<file path="src/swrl_ram.sv">
`timescale 1ns / 1ps

module swrl_ram #(
    parameter int WIDTH = 8,
    parameter int DEPTH = 2
) (
    input  logic                     i_clk,
    input  logic                     i_we,
    input  logic [$clog2(DEPTH)-1:0] i_waddr,
    input  logic [WIDTH-1:0]         i_wdata,
    input  logic                     i_re,
    input  logic [$clog2(DEPTH)-1:0] i_raddr,
    output logic [WIDTH-1:0]         o_rdata
);

    logic [WIDTH-1:0] r_mem [DEPTH];
    logic [WIDTH-1:0] r_rdata;

    always_ff @(posedge i_clk) begin
        if (i_we) begin
            r_mem[i_waddr] <= i_wdata;
        end
        if (i_re) begin
            r_rdata <= r_mem[i_raddr];
        end
    end

    assign o_rdata = r_rdata;

endmodule

</file>
<file path="config.mk">
export PLATFORM = sky130hd
export DESIGN_NAME = swrl_ram
export DESIGN_NICKNAME = d
export VERILOG_FILES = /design/src/swrl_ram.sv
export SDC_FILE = /design/constraint.sdc
export NUM_CORES = 1
export LEC_CHECK = 0
export ABC_AREA = 1
export BUFFER_PORTS_ARGS = -buffer_cell sky130_fd_sc_hd__clkbuf_2
export CAP_MARGIN = 25
export CORE_MARGIN = 4
export CORE_UTILIZATION = 45
export CTS_CLUSTER_DIAMETER = 100
export DETAILED_ROUTE_END_ITERATION = 8
export PLACE_DENSITY = 0.67
export SLEW_MARGIN = 20
export SYNTH_ARGS = -nofsm -noshare
export SYNTH_HDL_FRONTEND = slang
export SYNTH_SLANG_ARGS = --single-unit
</file>
<file path="constraint.sdc">
create_clock -name i_clk -period 1.2 [get_ports i_clk]
set_clock_uncertainty 0.1 [all_clocks]
set_input_delay 0.06 -clock i_clk [delete_from_list [all_inputs] [get_ports i_clk]]
set_output_delay 0.06 -clock i_clk [all_outputs]
set_load 0.02 [all_outputs]
</file>
==> summary.txt <==
Die
  • Die X: roughly 51 um
  • Initial core utilization: just under 50%
  • Top-Level Pins: 21
  • Area of the core: roughly 1700 um2
  • Die Height: about 51 um
  • # rows: 15
  • Die area: roughly 2600 um2

Synth
  • Ys async rst share: 0%
  • Top cells by count, synth: 25 x nand2_1, 24 x edfxtp_1, 2 x inv_1
  • EDFF count, synth: 24
  • Most frequent cell after synthesis: nand2_1
  • Syn nets: 67
  • Post-Syn Area: about 840 um2
  • Area leader, netlist: edfxtp_1
  • Synth Register Bits: 24
  • Sequential-to-total area share from yosys stat: 85.7%
  • Avg Inst Size Synth: around 16 um2
  • Cells after synthesis: between 50 and 60
  • Netlist cell types: 6
  • Ys Warns: 0
  • Synth top area cells: edfxtp_1 86%, nand2_1 11%, buf_6 1.3%, inv_1 0.89%, inv_2 0.45%
  • Yosys top cell area share: 85.7%
  • Ys flop type: edfxtp_1

Flow run
  • # Max-Cap Violations: 0

Worst setup path
  • Worst reg2reg setup slack: about 340 ps
  • Worst R2R Start: r_mem[0][5]$_DFFE_PP_
  • Crit path kind: flip-flop to output port
  • Worst path bufs/invs: 1
  • Critical path capture point type: output port
  • Critical path's top delay family: flip-flops
  • Worst path max stage delay: about 380 ps
  • Reg2Reg Depth: 2
  • R2r endpoint: o_rdata[5]$_DFFE_PP_
  • WP data required: around 1000 ps
  • Crit path launch type: flip-flop
  • Crit path cell chain: clkbuf_2
  • CP Max Fanout: 1
  • Crit path max-delay cell type: edfxtp_1
  • Critical path arrival: roughly 840 ps
  • Critical Path Stages: 1

STA
  • Slew margin rel.: between 70% and 80%
  • Fmax: 1000 MHz
  • Final WS setup: around 200 ps
  • RSZ-0062 raised after global routing: false
  • Worst Max-Slew Pin Slew: 301 ps
  • Fin. Hold Viols: 0
  • TNS Setup: 0 ps
  • Hold WS: ~49 ps
  • Max-slew violations: 0
  • Min Tclk post-route: between 900 and 1000 ps
  • Final Cycle Share: 83.2%
  • Setup violations, final: 0

Drt
  • Initial DRC count: 8
  • Vias post-DR: about 480
  • DR vias/cell: around 4.3
  • Per-cell routed wire length: between 10 and 15 um
  • Routed Antenna Nets: 0
  • Pre-Repair DR Iteration Count: 4
  • WL final: 1140 um
  • Residual DRC: 0

Clock network
  • Clk sinks: 24
  • CTS clk-pin slew, worst paths: 120 ps
  • Worst skew pair latency: ~300 ps
  • CTS H-Tree Depth: 1
  • Cts bufs inserted: 3
  • CTS tree: done
  • Longest Clk Path Bufs: 2
  • Root Driver: clkbuf_4
  • Post-CTS sizing: 0

Finish
  • Register area: 721 um2
  • Fin util: between 60 and 70%
  • Ant diodes: 0
  • Filler Cell Count: between 100 and 150
  • Share of layout cells above drive strength 1: 29.9%
  • Final #Nets: just over 100
  • Multi-input logic area: 97.6 um2
  • Area Growth Syn to Fin: 32.1%

Power
  • Internal power: between 0.001 and 0.0015 W
  • Net Sw Frac: roughly 19%
  • Logic pwr share: about 8%
  • P per Cell Area: around 1500 nW/um2
  • Reg power frac: 58.9%
  • Sw power: between 0.0003 and 0.0004 W
  • Total Power: between 0.0015 and 0.002 W
  • Clock power share: around 33%
  • Maximum vdd drop: roughly 0.0012 V
  • P_leak: 0.476 nW

Global route
  • First-pass GRT wire length: 1930 um
  • Largest net degree at the start of global routing: 15
  • GRT Total Usage: 10.4%
  • Vias in the first global route: 474
  • Antenna violations before repair: 0
  • Gr ovfl total: 0

Placed design
  • Gp weighted congestion: approximately 0.7
  • Pre-CTS setup slack: between 300 and 400 ps
  • Input/output buffers: 20

Min path
  • Hold depth: 3
  • Worst hold path type: input pin to flip-flop
  • Worst hold start: i_raddr
  • Destination of the worst hold path: o_rdata[0]$_DFFE_PP_

Outcome
  • Outcome: completed
-- flip-flops by register name, indices dropped and copies added, names as in the netlist --
register and flops:
r_mem 16, o_rdata 8
-- stage by stage --
step           instance area, um2  std cells
6_report                     1110        112
5_1_grt                      1110        112
4_1_cts                      1110        112
3_5_place_dp                  968         99
3_3_place_gp                  968         99
2_1_floorplan                 841         54
-- cells in the final DEF, fill, tap and decap left out, drive strengths merged --
cell,synthesis,routed
nand2,25,25
bufinv,0,1
inv,3,3
edfxtp,24,24
clkbuf,0,23
dlygate4sd3,0,9
buf,1,1
nor2,1,1
-- kinds of logic after synthesis --
kind of cell | Yosys count | share of synthesized area (%)
simple gates | 26 | 11.6
flops | 24 | 85.7
buf+inv | 4 | 2.68
-- power by group through the flow --
stage                logic, W  registers [W]  clock network [W]
detailed placement   0.000117        0.00102                  0
global placement     0.000114        0.00102                  0
finish               0.000137        0.00100           0.000562
CTS                  0.000140        0.00100           0.000573
floorplan           0.0000386        0.00105                  0
global route         0.000154        0.00101           0.000607
-- what timing repair did --
item / 4_1_cts / 5_1_grt
hold endpoints to repair: 21 / 0
buffers inserted: 0 / 0
hold buffers: 9 / 0
-- routing by layer --
| metal | wire, um | vias to the layer above | global-route usage [%] |
|---|---|---|---|
| met5 | 0 | - | 0 |
| met4 | 0 | 0 | 6.55 |
| met3 | 64 | 0 | 2.62 |
| met2 | 610 | 16 | 17.6 |
| met1 | 463 | 215 | 11.5 |
| li1 | - | 250 | - |
-- worst max path at each step --
| stage | from | to |
|---|---|---|
| 2_1_floorplan | i_we | r_mem[0][0]$_DFFE_PP_ |
| 3_3_place_gp | i_waddr | r_mem[1][0]$_DFFE_PP_ |
| 3_5_place_dp | i_waddr | r_mem[1][0]$_DFFE_PP_ |
| 4_1_cts | o_rdata[3]$_DFFE_PP_ | o_rdata[3] |
| 5_1_grt | o_rdata[4]$_DFFE_PP_ | o_rdata[4] |
| 6_report | o_rdata[3]$_DFFE_PP_ | o_rdata[3] |
-- layout make-up --
cell class	count	area share, %
sequential	24	64.9
tap	25	2.82
timing repair buffer	30	17.8
inverter	3	1.01
multi-input combinational	26	8.78
clock inverter	1	2.70
clock buffer	3	2.03
No activity file was read; power rests on OpenSTA's default activity.
