--- src/swrl_pkg.sv ---
`timescale 1ns / 1ps

package swrl_pkg;

    localparam int NUM_EVENTS = 16;
    localparam int HIST_DEPTH = 128;

    localparam int EVENT_W = 4;
    localparam int TS_W    = 31;
    localparam int LIMIT_W = 8;
    localparam int UNIT_W  = 2;
    localparam int WIN_W   = 17;
    localparam int SUM_W   = TS_W + 1;

    localparam int EV_IDX_W   = (NUM_EVENTS > 1) ? $clog2(NUM_EVENTS) : 1;
    localparam int HIST_IDX_W = (HIST_DEPTH > 1) ? $clog2(HIST_DEPTH) : 1;
    localparam int CNT_W      = $clog2(HIST_DEPTH + 1);
    localparam int CMP_W      = (CNT_W > LIMIT_W) ? CNT_W : LIMIT_W;
    localparam int ADDR_W     = EV_IDX_W + HIST_IDX_W;
    localparam int MEM_DEPTH  = NUM_EVENTS * (2 ** HIST_IDX_W);

    localparam logic [UNIT_W-1:0] UNIT_SECOND = 2'd0;
    localparam logic [UNIT_W-1:0] UNIT_MINUTE = 2'd1;
    localparam logic [UNIT_W-1:0] UNIT_HOUR   = 2'd2;
    localparam logic [UNIT_W-1:0] UNIT_DAY    = 2'd3;

    localparam logic [WIN_W-1:0] WIN_SECOND = WIN_W'(1);
    localparam logic [WIN_W-1:0] WIN_MINUTE = WIN_W'(60);
    localparam logic [WIN_W-1:0] WIN_HOUR   = WIN_W'(60 * 60);
    localparam logic [WIN_W-1:0] WIN_DAY    = WIN_W'(60 * 60 * 24);

    typedef enum logic [1:0] {
        ST_IDLE,
        ST_SCAN,
        ST_FINISH
    } t_state;

    typedef struct packed {
        logic [EVENT_W-1:0] event_id;
        logic [TS_W-1:0]    timestamp;
        logic [LIMIT_W-1:0] limit_count;
        logic [UNIT_W-1:0]  window_unit;
        logic               record_hit;
    } t_req;

    typedef struct packed {
        logic              we;
        logic [ADDR_W-1:0] waddr;
        logic [TS_W-1:0]   wdata;
        logic              re;
        logic [ADDR_W-1:0] raddr;
    } t_ram_req;

    function automatic logic [WIN_W-1:0] window_len(input logic [UNIT_W-1:0] unit);
        logic [WIN_W-1:0] len;
        unique case (unit)
            UNIT_SECOND: len = WIN_SECOND;
            UNIT_MINUTE: len = WIN_MINUTE;
            UNIT_HOUR:   len = WIN_HOUR;
            UNIT_DAY:    len = WIN_DAY;
            default:     len = WIN_SECOND;
        endcase
        return len;
    endfunction

endpackage

--- src/swrl_ctrl.sv ---
`timescale 1ns / 1ps

module swrl_ctrl (
    input  logic                     i_clk,
    input  logic                     i_rst_n,
    input  logic                     i_req_valid,
    output logic                     o_req_ready,
    input  swrl_pkg::t_req           i_req,
    output logic                     o_res_valid,
    output logic                     o_res_limited,
    input  logic                     i_res_ready,
    output swrl_pkg::t_ram_req       o_ram,
    input  logic [swrl_pkg::TS_W-1:0] i_ram_rdata
);
    import swrl_pkg::*;

    t_state r_state;
    t_state n_state;

    logic [EV_IDX_W-1:0]   r_ev;
    logic [TS_W-1:0]       r_ts;
    logic [WIN_W-1:0]      r_win;
    logic [CNT_W-1:0]      r_lim;
    logic                  r_rec;
    logic                  r_bad;
    logic [CNT_W-1:0]      r_idx;
    logic                  r_pend;
    logic [CNT_W-1:0]      r_total;

    logic [HIST_IDX_W-1:0] r_wp_tab   [NUM_EVENTS];
    logic [CNT_W-1:0]      r_fill_tab [NUM_EVENTS];

    logic                  accept;
    logic                  in_bad;
    logic [CMP_W-1:0]      lim_wide;
    logic [CNT_W-1:0]      fill_cur;
    logic [HIST_IDX_W-1:0] wp_cur;
    logic                  rd_issue;
    logic                  hit;
    logic                  limited;
    logic                  do_write;

    assign accept   = i_req_valid && o_req_ready;
    assign in_bad   = int'(i_req.event_id) >= NUM_EVENTS;
    assign lim_wide = CMP_W'(i_req.limit_count);
    assign fill_cur = r_fill_tab[r_ev];
    assign wp_cur   = r_wp_tab[r_ev];
    assign rd_issue = (r_state == ST_SCAN) && (r_idx < fill_cur);
    assign hit      = (SUM_W'(i_ram_rdata) + SUM_W'(r_win)) > SUM_W'(r_ts);
    assign limited  = !r_bad && (r_total >= r_lim);
    assign do_write = (r_state == ST_FINISH) && i_res_ready && !r_bad && r_rec && !limited;

    always_comb begin
        n_state = r_state;
        unique case (r_state)
            ST_IDLE: begin
                if (accept) begin
                    n_state = in_bad ? ST_FINISH : ST_SCAN;
                end
            end
            ST_SCAN: begin
                if (!rd_issue && !r_pend) begin
                    n_state = ST_FINISH;
                end
            end
            ST_FINISH: begin
                if (i_res_ready) begin
                    n_state = ST_IDLE;
                end
            end
            default: n_state = ST_IDLE;
        endcase
    end

    always_comb begin
        o_req_ready   = (r_state == ST_IDLE);
        o_res_valid   = (r_state == ST_FINISH);
        o_res_limited = limited;
        o_ram.re      = rd_issue;
        o_ram.raddr   = {r_ev, r_idx[HIST_IDX_W-1:0]};
        o_ram.we      = do_write;
        o_ram.waddr   = {r_ev, wp_cur};
        o_ram.wdata   = r_ts;
    end

    always_ff @(posedge i_clk) begin
        if (!i_rst_n) begin
            r_state <= ST_IDLE;
            r_pend  <= 1'b0;
            for (int e = 0; e < NUM_EVENTS; e++) begin
                r_wp_tab[e]   <= '0;
                r_fill_tab[e] <= '0;
            end
        end else begin
            r_state <= n_state;
            r_pend  <= rd_issue;
            if (do_write) begin
                if (int'(wp_cur) == HIST_DEPTH - 1) begin
                    r_wp_tab[r_ev] <= '0;
                end else begin
                    r_wp_tab[r_ev] <= wp_cur + 1'b1;
                end
                if (int'(fill_cur) < HIST_DEPTH) begin
                    r_fill_tab[r_ev] <= fill_cur + 1'b1;
                end
            end
        end
    end

    always_ff @(posedge i_clk) begin
        if (accept) begin
            r_ev    <= EV_IDX_W'(i_req.event_id);
            r_ts    <= i_req.timestamp;
            r_win   <= window_len(i_req.window_unit);
            r_rec   <= i_req.record_hit;
            r_bad   <= in_bad;
            r_idx   <= '0;
            r_total <= '0;
            if (lim_wide > CMP_W'(HIST_DEPTH)) begin
                r_lim <= CNT_W'(HIST_DEPTH);
            end else begin
                r_lim <= CNT_W'(lim_wide);
            end
        end else begin
            if (rd_issue) begin
                r_idx <= r_idx + 1'b1;
            end
            if (r_pend && hit) begin
                r_total <= r_total + 1'b1;
            end
        end
    end

endmodule

--- config.mk ---
export PLATFORM = sky130hd
export DESIGN_NAME = swrl_ctrl
export DESIGN_NICKNAME = d
export VERILOG_FILES = /design/src/swrl_pkg.sv /design/src/swrl_ctrl.sv
export SDC_FILE = /design/constraint.sdc
export NUM_CORES = 1
export LEC_CHECK = 0
export BUFFER_PORTS_ARGS = -buffer_cell sky130_fd_sc_hd__buf_4
export CAP_MARGIN = 40
export CORE_ASPECT_RATIO = 0.7
export CORE_MARGIN = 2
export CORE_UTILIZATION = 40
export CTS_CLUSTER_DIAMETER = 60
export DETAILED_ROUTE_END_ITERATION = 8
export PLACE_DENSITY = 0.68
export SYNTH_ARGS = -nofsm -noshare
export SYNTH_HDL_FRONTEND = slang
export SYNTH_SLANG_ARGS = --single-unit
--- constraint.sdc ---
create_clock -name i_clk -period 5.1 [get_ports i_clk]
set_input_delay 0.51 -clock i_clk [delete_from_list [all_inputs] [get_ports i_clk]]
set_output_delay 0.51 -clock i_clk [all_outputs]
set_load 0.01 [all_outputs]
==> results by stage <==
Logic synthesis:
- The Yosys step of the flow raised 0 warnings.
- Among all flip-flop cells after synthesis, the most frequent one is edfxtp_1.
- The number of different library cells used by synthesis comes to 64.
- The mean area per synthesized cell is between 10 and 15 sq um.
- The largest area contributor in the synthesized netlist is edfxtp_1.
- The synthesized instance count is ~1200.
- The synthesis-stage register bit count is ~310.
- The area of the mapped netlist is ~16000 sq um.
- The number of flops mapped to enable cells by yosys is about 290.
- By area the synthesized netlist is led by edfxtp_1 (55%), mux4_2 (7.1%), ha_1 (5.3%).
- The portion of synthesized cell area occupied by the leading cell type is between 50% and 60%.
- The sequential fraction of the synthesis area is a little under three fifths.
- The net count after synthesis is approximately 1400.
- The most used standard cell by instance count after synthesis is edfxtp_1.
- Ranked by instance count, the synthesized netlist is headed by edfxtp_1 (289), nor2_1 (222), nand2_1 (87).
- Counting flops with an async set or reset pin after synthesis yields a share of 0%.

Critical path:
- The kind of start point of the critical path is a flop.
- The slowest stage of the critical path belongs to the cell dfxtp_4.
- STA puts the critical path data required time at between 4000 and 5000 ps.
- The category of the most critical setup path is flop to output port.
- Counting stages on the worst path, the most repeated cell is mux4_2.
- Along the worst path, the maximum fanout reaches 30.
- Data on the critical path arrives at its endpoint at ~4200 ps.
- The signal on the critical path passes through mux4_2, mux4_2, inv_1, ha_1, nand4_1, nor2_1, a2111oi_0, o31a_1, buf_4.
- The largest incremental delay on the critical path is between 700 and 800 ps.
- The endpoint class of the critical path is an output port.

Die:
- The initial utilization of the core area, before any placement, comes to between 40% and 50%.
- The die is 171 microns tall.
- The total I/O pin count is 139.
- The width of the die is around 240 microns.
- In this run the standard cell core region covers ~40000 sq um.
- After floorplanning, the core was divided into around 60 placement rows.
- The floorplan step defined a die boundary enclosing 41400 sq um.

STA:
- Setup repair after global routing left no endpoint under its margin.
- Once routing completed, OpenROAD measured the worst setup slack at 433 ps.
- The shortest period the worst path allows is around 4700 ps.
- The number of max-slew violations in the final report came to 0.
- Setup violations remaining at the end of the flow were counted as 0.
- The transition at the pin with the smallest max-transition slack is ~850 ps.
- In the final timing run, aggregate negative setup slack is 0 ps.
- The tightest hold path in the finished design has a slack of 165 ps.
- The top achievable clock speed is 214 MHz.
- The number of failing hold endpoints at the final stage is 0.
- The worst setup skew after layout is between 10 and 15 ps.
- After layout, the worst path uses between 90% and 100% of the clock period.
- The relative max-transition margin is a little over two fifths.

Pwr:
- Of the total power, the clock network draws around 36%.
- The internal portion of total power is 0.00484 W.
- Registers are responsible for roughly 45% of the overall power.
- For this design the static power due to leakage is ~7.3 nW.
- In this run the power density over the cells is approximately 360 nW/um^2.
- Of the total power, the share spent switching nets is between 20% and 30%.
- The worst-case vdd ir drop is 0.000187 V.
- The net switching power is about 0.0019 W.
- Combinational logic is responsible for a little under a fifth of the overall power.

Placement:
- The post-placement cell area is between 15000 and 20000 sq um.
- During placement, the flow inserted port buffers numbering between 100 and 150.
- Routability-driven placement finished with a final weighted congestion of about 0.84.
- At the placement stage, the worst setup path has a slack of roughly 520 ps.
- The detailed placer's ending HPWL is about 28000 microns.

GRT:
- The all-layer global routing usage is 19.3%.
- The wire length of the first global-routing pass is approximately 61000 microns.
- The maximum number of pins on one net before global-route repair is 37.
- The initial antenna violation count is 2.
- The leftover overflow at the end of global routing is 0.
- The via count of the first global-routing pass is slightly above 10000.

Clock network:
- The clock passes through at most 3 buffers.
- For the worst-skew pair, the clock arrives at the later sink with an insertion delay of 520 ps.
- The post-CTS resize count is 0.
- The clock transition time at the flip-flop clock pins of the worst setup and hold paths is around 60 ps.
- The number of buffers added by the clock tree synthesis step is 35.
- The cell at the root of the clock tree is clkbuf_16.
- The post-CTS setup-driven buffer insertion count is 0.
- After clock tree synthesis, the flow added hold-fix buffers numbering 0.
- The number of sinks handled by clock tree synthesis is between 300 and 400.
- The maximum level of the CTS H-tree is 2.
- TritonCTS built the clock tree.

Route:
- The via-per-instance ratio is 5.41.
- The detail route stage leaves a number of antenna-violating nets equal to 0.
- The length of the first detailed-routing pass in iterations is 5.
- The first routing iteration left 1107 violations.
- Across all layers, the routed design uses approximately 10000 vias.
- After detailed routing, the total wire length is roughly 40000 microns.
- After detailed routing, the number of remaining DRC violations is 0.
- Dividing the detail-routed wire length by the instance count gives just over 20 microns.

Finish:
- Cells with a size suffix above 1 make up 23.6% of the layout.
- With fillers left out, the area of the finished cells amounts to ~19000 sq um.
- Cells fill a little under half of the core in the end.
- Relative to the synthesized area, the layout overhead comes to 16.7%.
- The count of nets after finishing is between 1500 and 2000.

Flow run:
- Across the run, the number of max-cap violations was 0.

Min path:
- The path category of the worst min-delay check is input port to flop.

Outcome:
- The flow ran to the end, and the final reports show no timing, DRC or antenna violations.
flip-flops by register name, indices dropped and copies added, names as in the netlist, named ones only:
register	cells
r_fill_tab	128
r_wp_tab	112
r_ts	31
r_idx	8
r_lim	8
r_total	8
r_win	5
r_ev	4
r_state	2
r_pend	1
r_rec	1
per-stage QoR:
step / power [W] / std cells
floorplan: 0.00386 / 1234
global placement: 0.00426 / 1861
detailed placement: 0.00430 / 1868
CTS: 0.00672 / 1930
global route: 0.00694 / 1932
finish: 0.00669 / 1932
cell type report:
type	instances	area, sq um
inverter	57	214
timing repair buffer	175	1350
sequential	312	9140
antenna	1	2.50
clock inverter	16	113
fill	3516	20900
clock buffer	46	980
multi-input combinational	790	6090
tap	535	669
critical path, delay by kind of cell, from the launching register on:
family | cells | cell delay, ps
multiplexers | 2 | 1330
flip-flops | 1 | 750
AO/OA/AOI/OAI | 2 | 710
buffers and inverters | 2 | 370
adder cells (fa/ha/maj) | 1 | 260
AND/OR/NAND/NOR | 2 | 190
power by group through the flow:
stage,Combinational [W],Sequential [W],Clock (W)
floorplan,0.000848,0.00301,0
global placement,0.00119,0.00306,0
detailed placement,0.00123,0.00307,0
CTS,0.00124,0.00302,0.00247
global route,0.00135,0.00303,0.00256
finish,0.00125,0.00302,0.00243
layer usage:
metal | vias to the layer above | global-route usage, % | wire [microns]
li1 | 4787 | - | -
met1 | 5175 | 28.5 | 18200
met2 | 425 | 28.7 | 17600
met3 | 54 | 4.27 | 3390
met4 | 2 | 4.80 | 777
met5 | - | 0 | 13
cells in the final DEF, fill, tap and decap left out, types with 4 or more instances in the layout:
master and instances:
xor2_1 16, inv_2 4, nor3_1 42, mux2i_1 11, clkbuf_16 37, nor2_2 5, ha_1 68, nand2_1 87
o211ai_1 6, clkinv_2 4, a21o_1 9, nand4_1 15, nand2b_1 18, and3_1 14, a21oi_1 28, o21ai_0 32
nor2_8 4, inv_1 53, a22oi_1 6, nor2_1 222, edfxtp_1 289, nand3_1 18, clkbuf_1 7, nand2_4 16
mux4_2 50, a31oi_1 5, nor3_2 9, dfxtp_1 21, clkinv_1 6, xnor2_1 24, buf_4 168, mux4_1 18
nor2b_1 16, and2_1 7
logic make-up (layout without fill, tap and decap cells):
kind of cell	after synthesis	after routing	synth area share, %
AOI/OAI and AO/OA	112	112	4.57
and+or+nand+nor	486	486	14.9
muxes	81	81	10.9
buffers and inverters	132	294	4.31
xor gates and xnor gates	43	43	2.51
other	0	1	0
adders and majority gates	68	68	5.35
DFF	312	312	57.4
path summary, 6_finish.rpt:
check             cells past startpoint  slack (ps)  startpoint    endpoint
hold reg to reg                       2         510  r_total[6]  r_total[6]
hold / removal                        1         170   i_req[17]     r_ts[6]
setup / recovery                      9         430        flop   o_ram[11]
setup reg to reg                     20         570    r_win[5]  r_total[7]
Power figures use the tool's default switching activity.
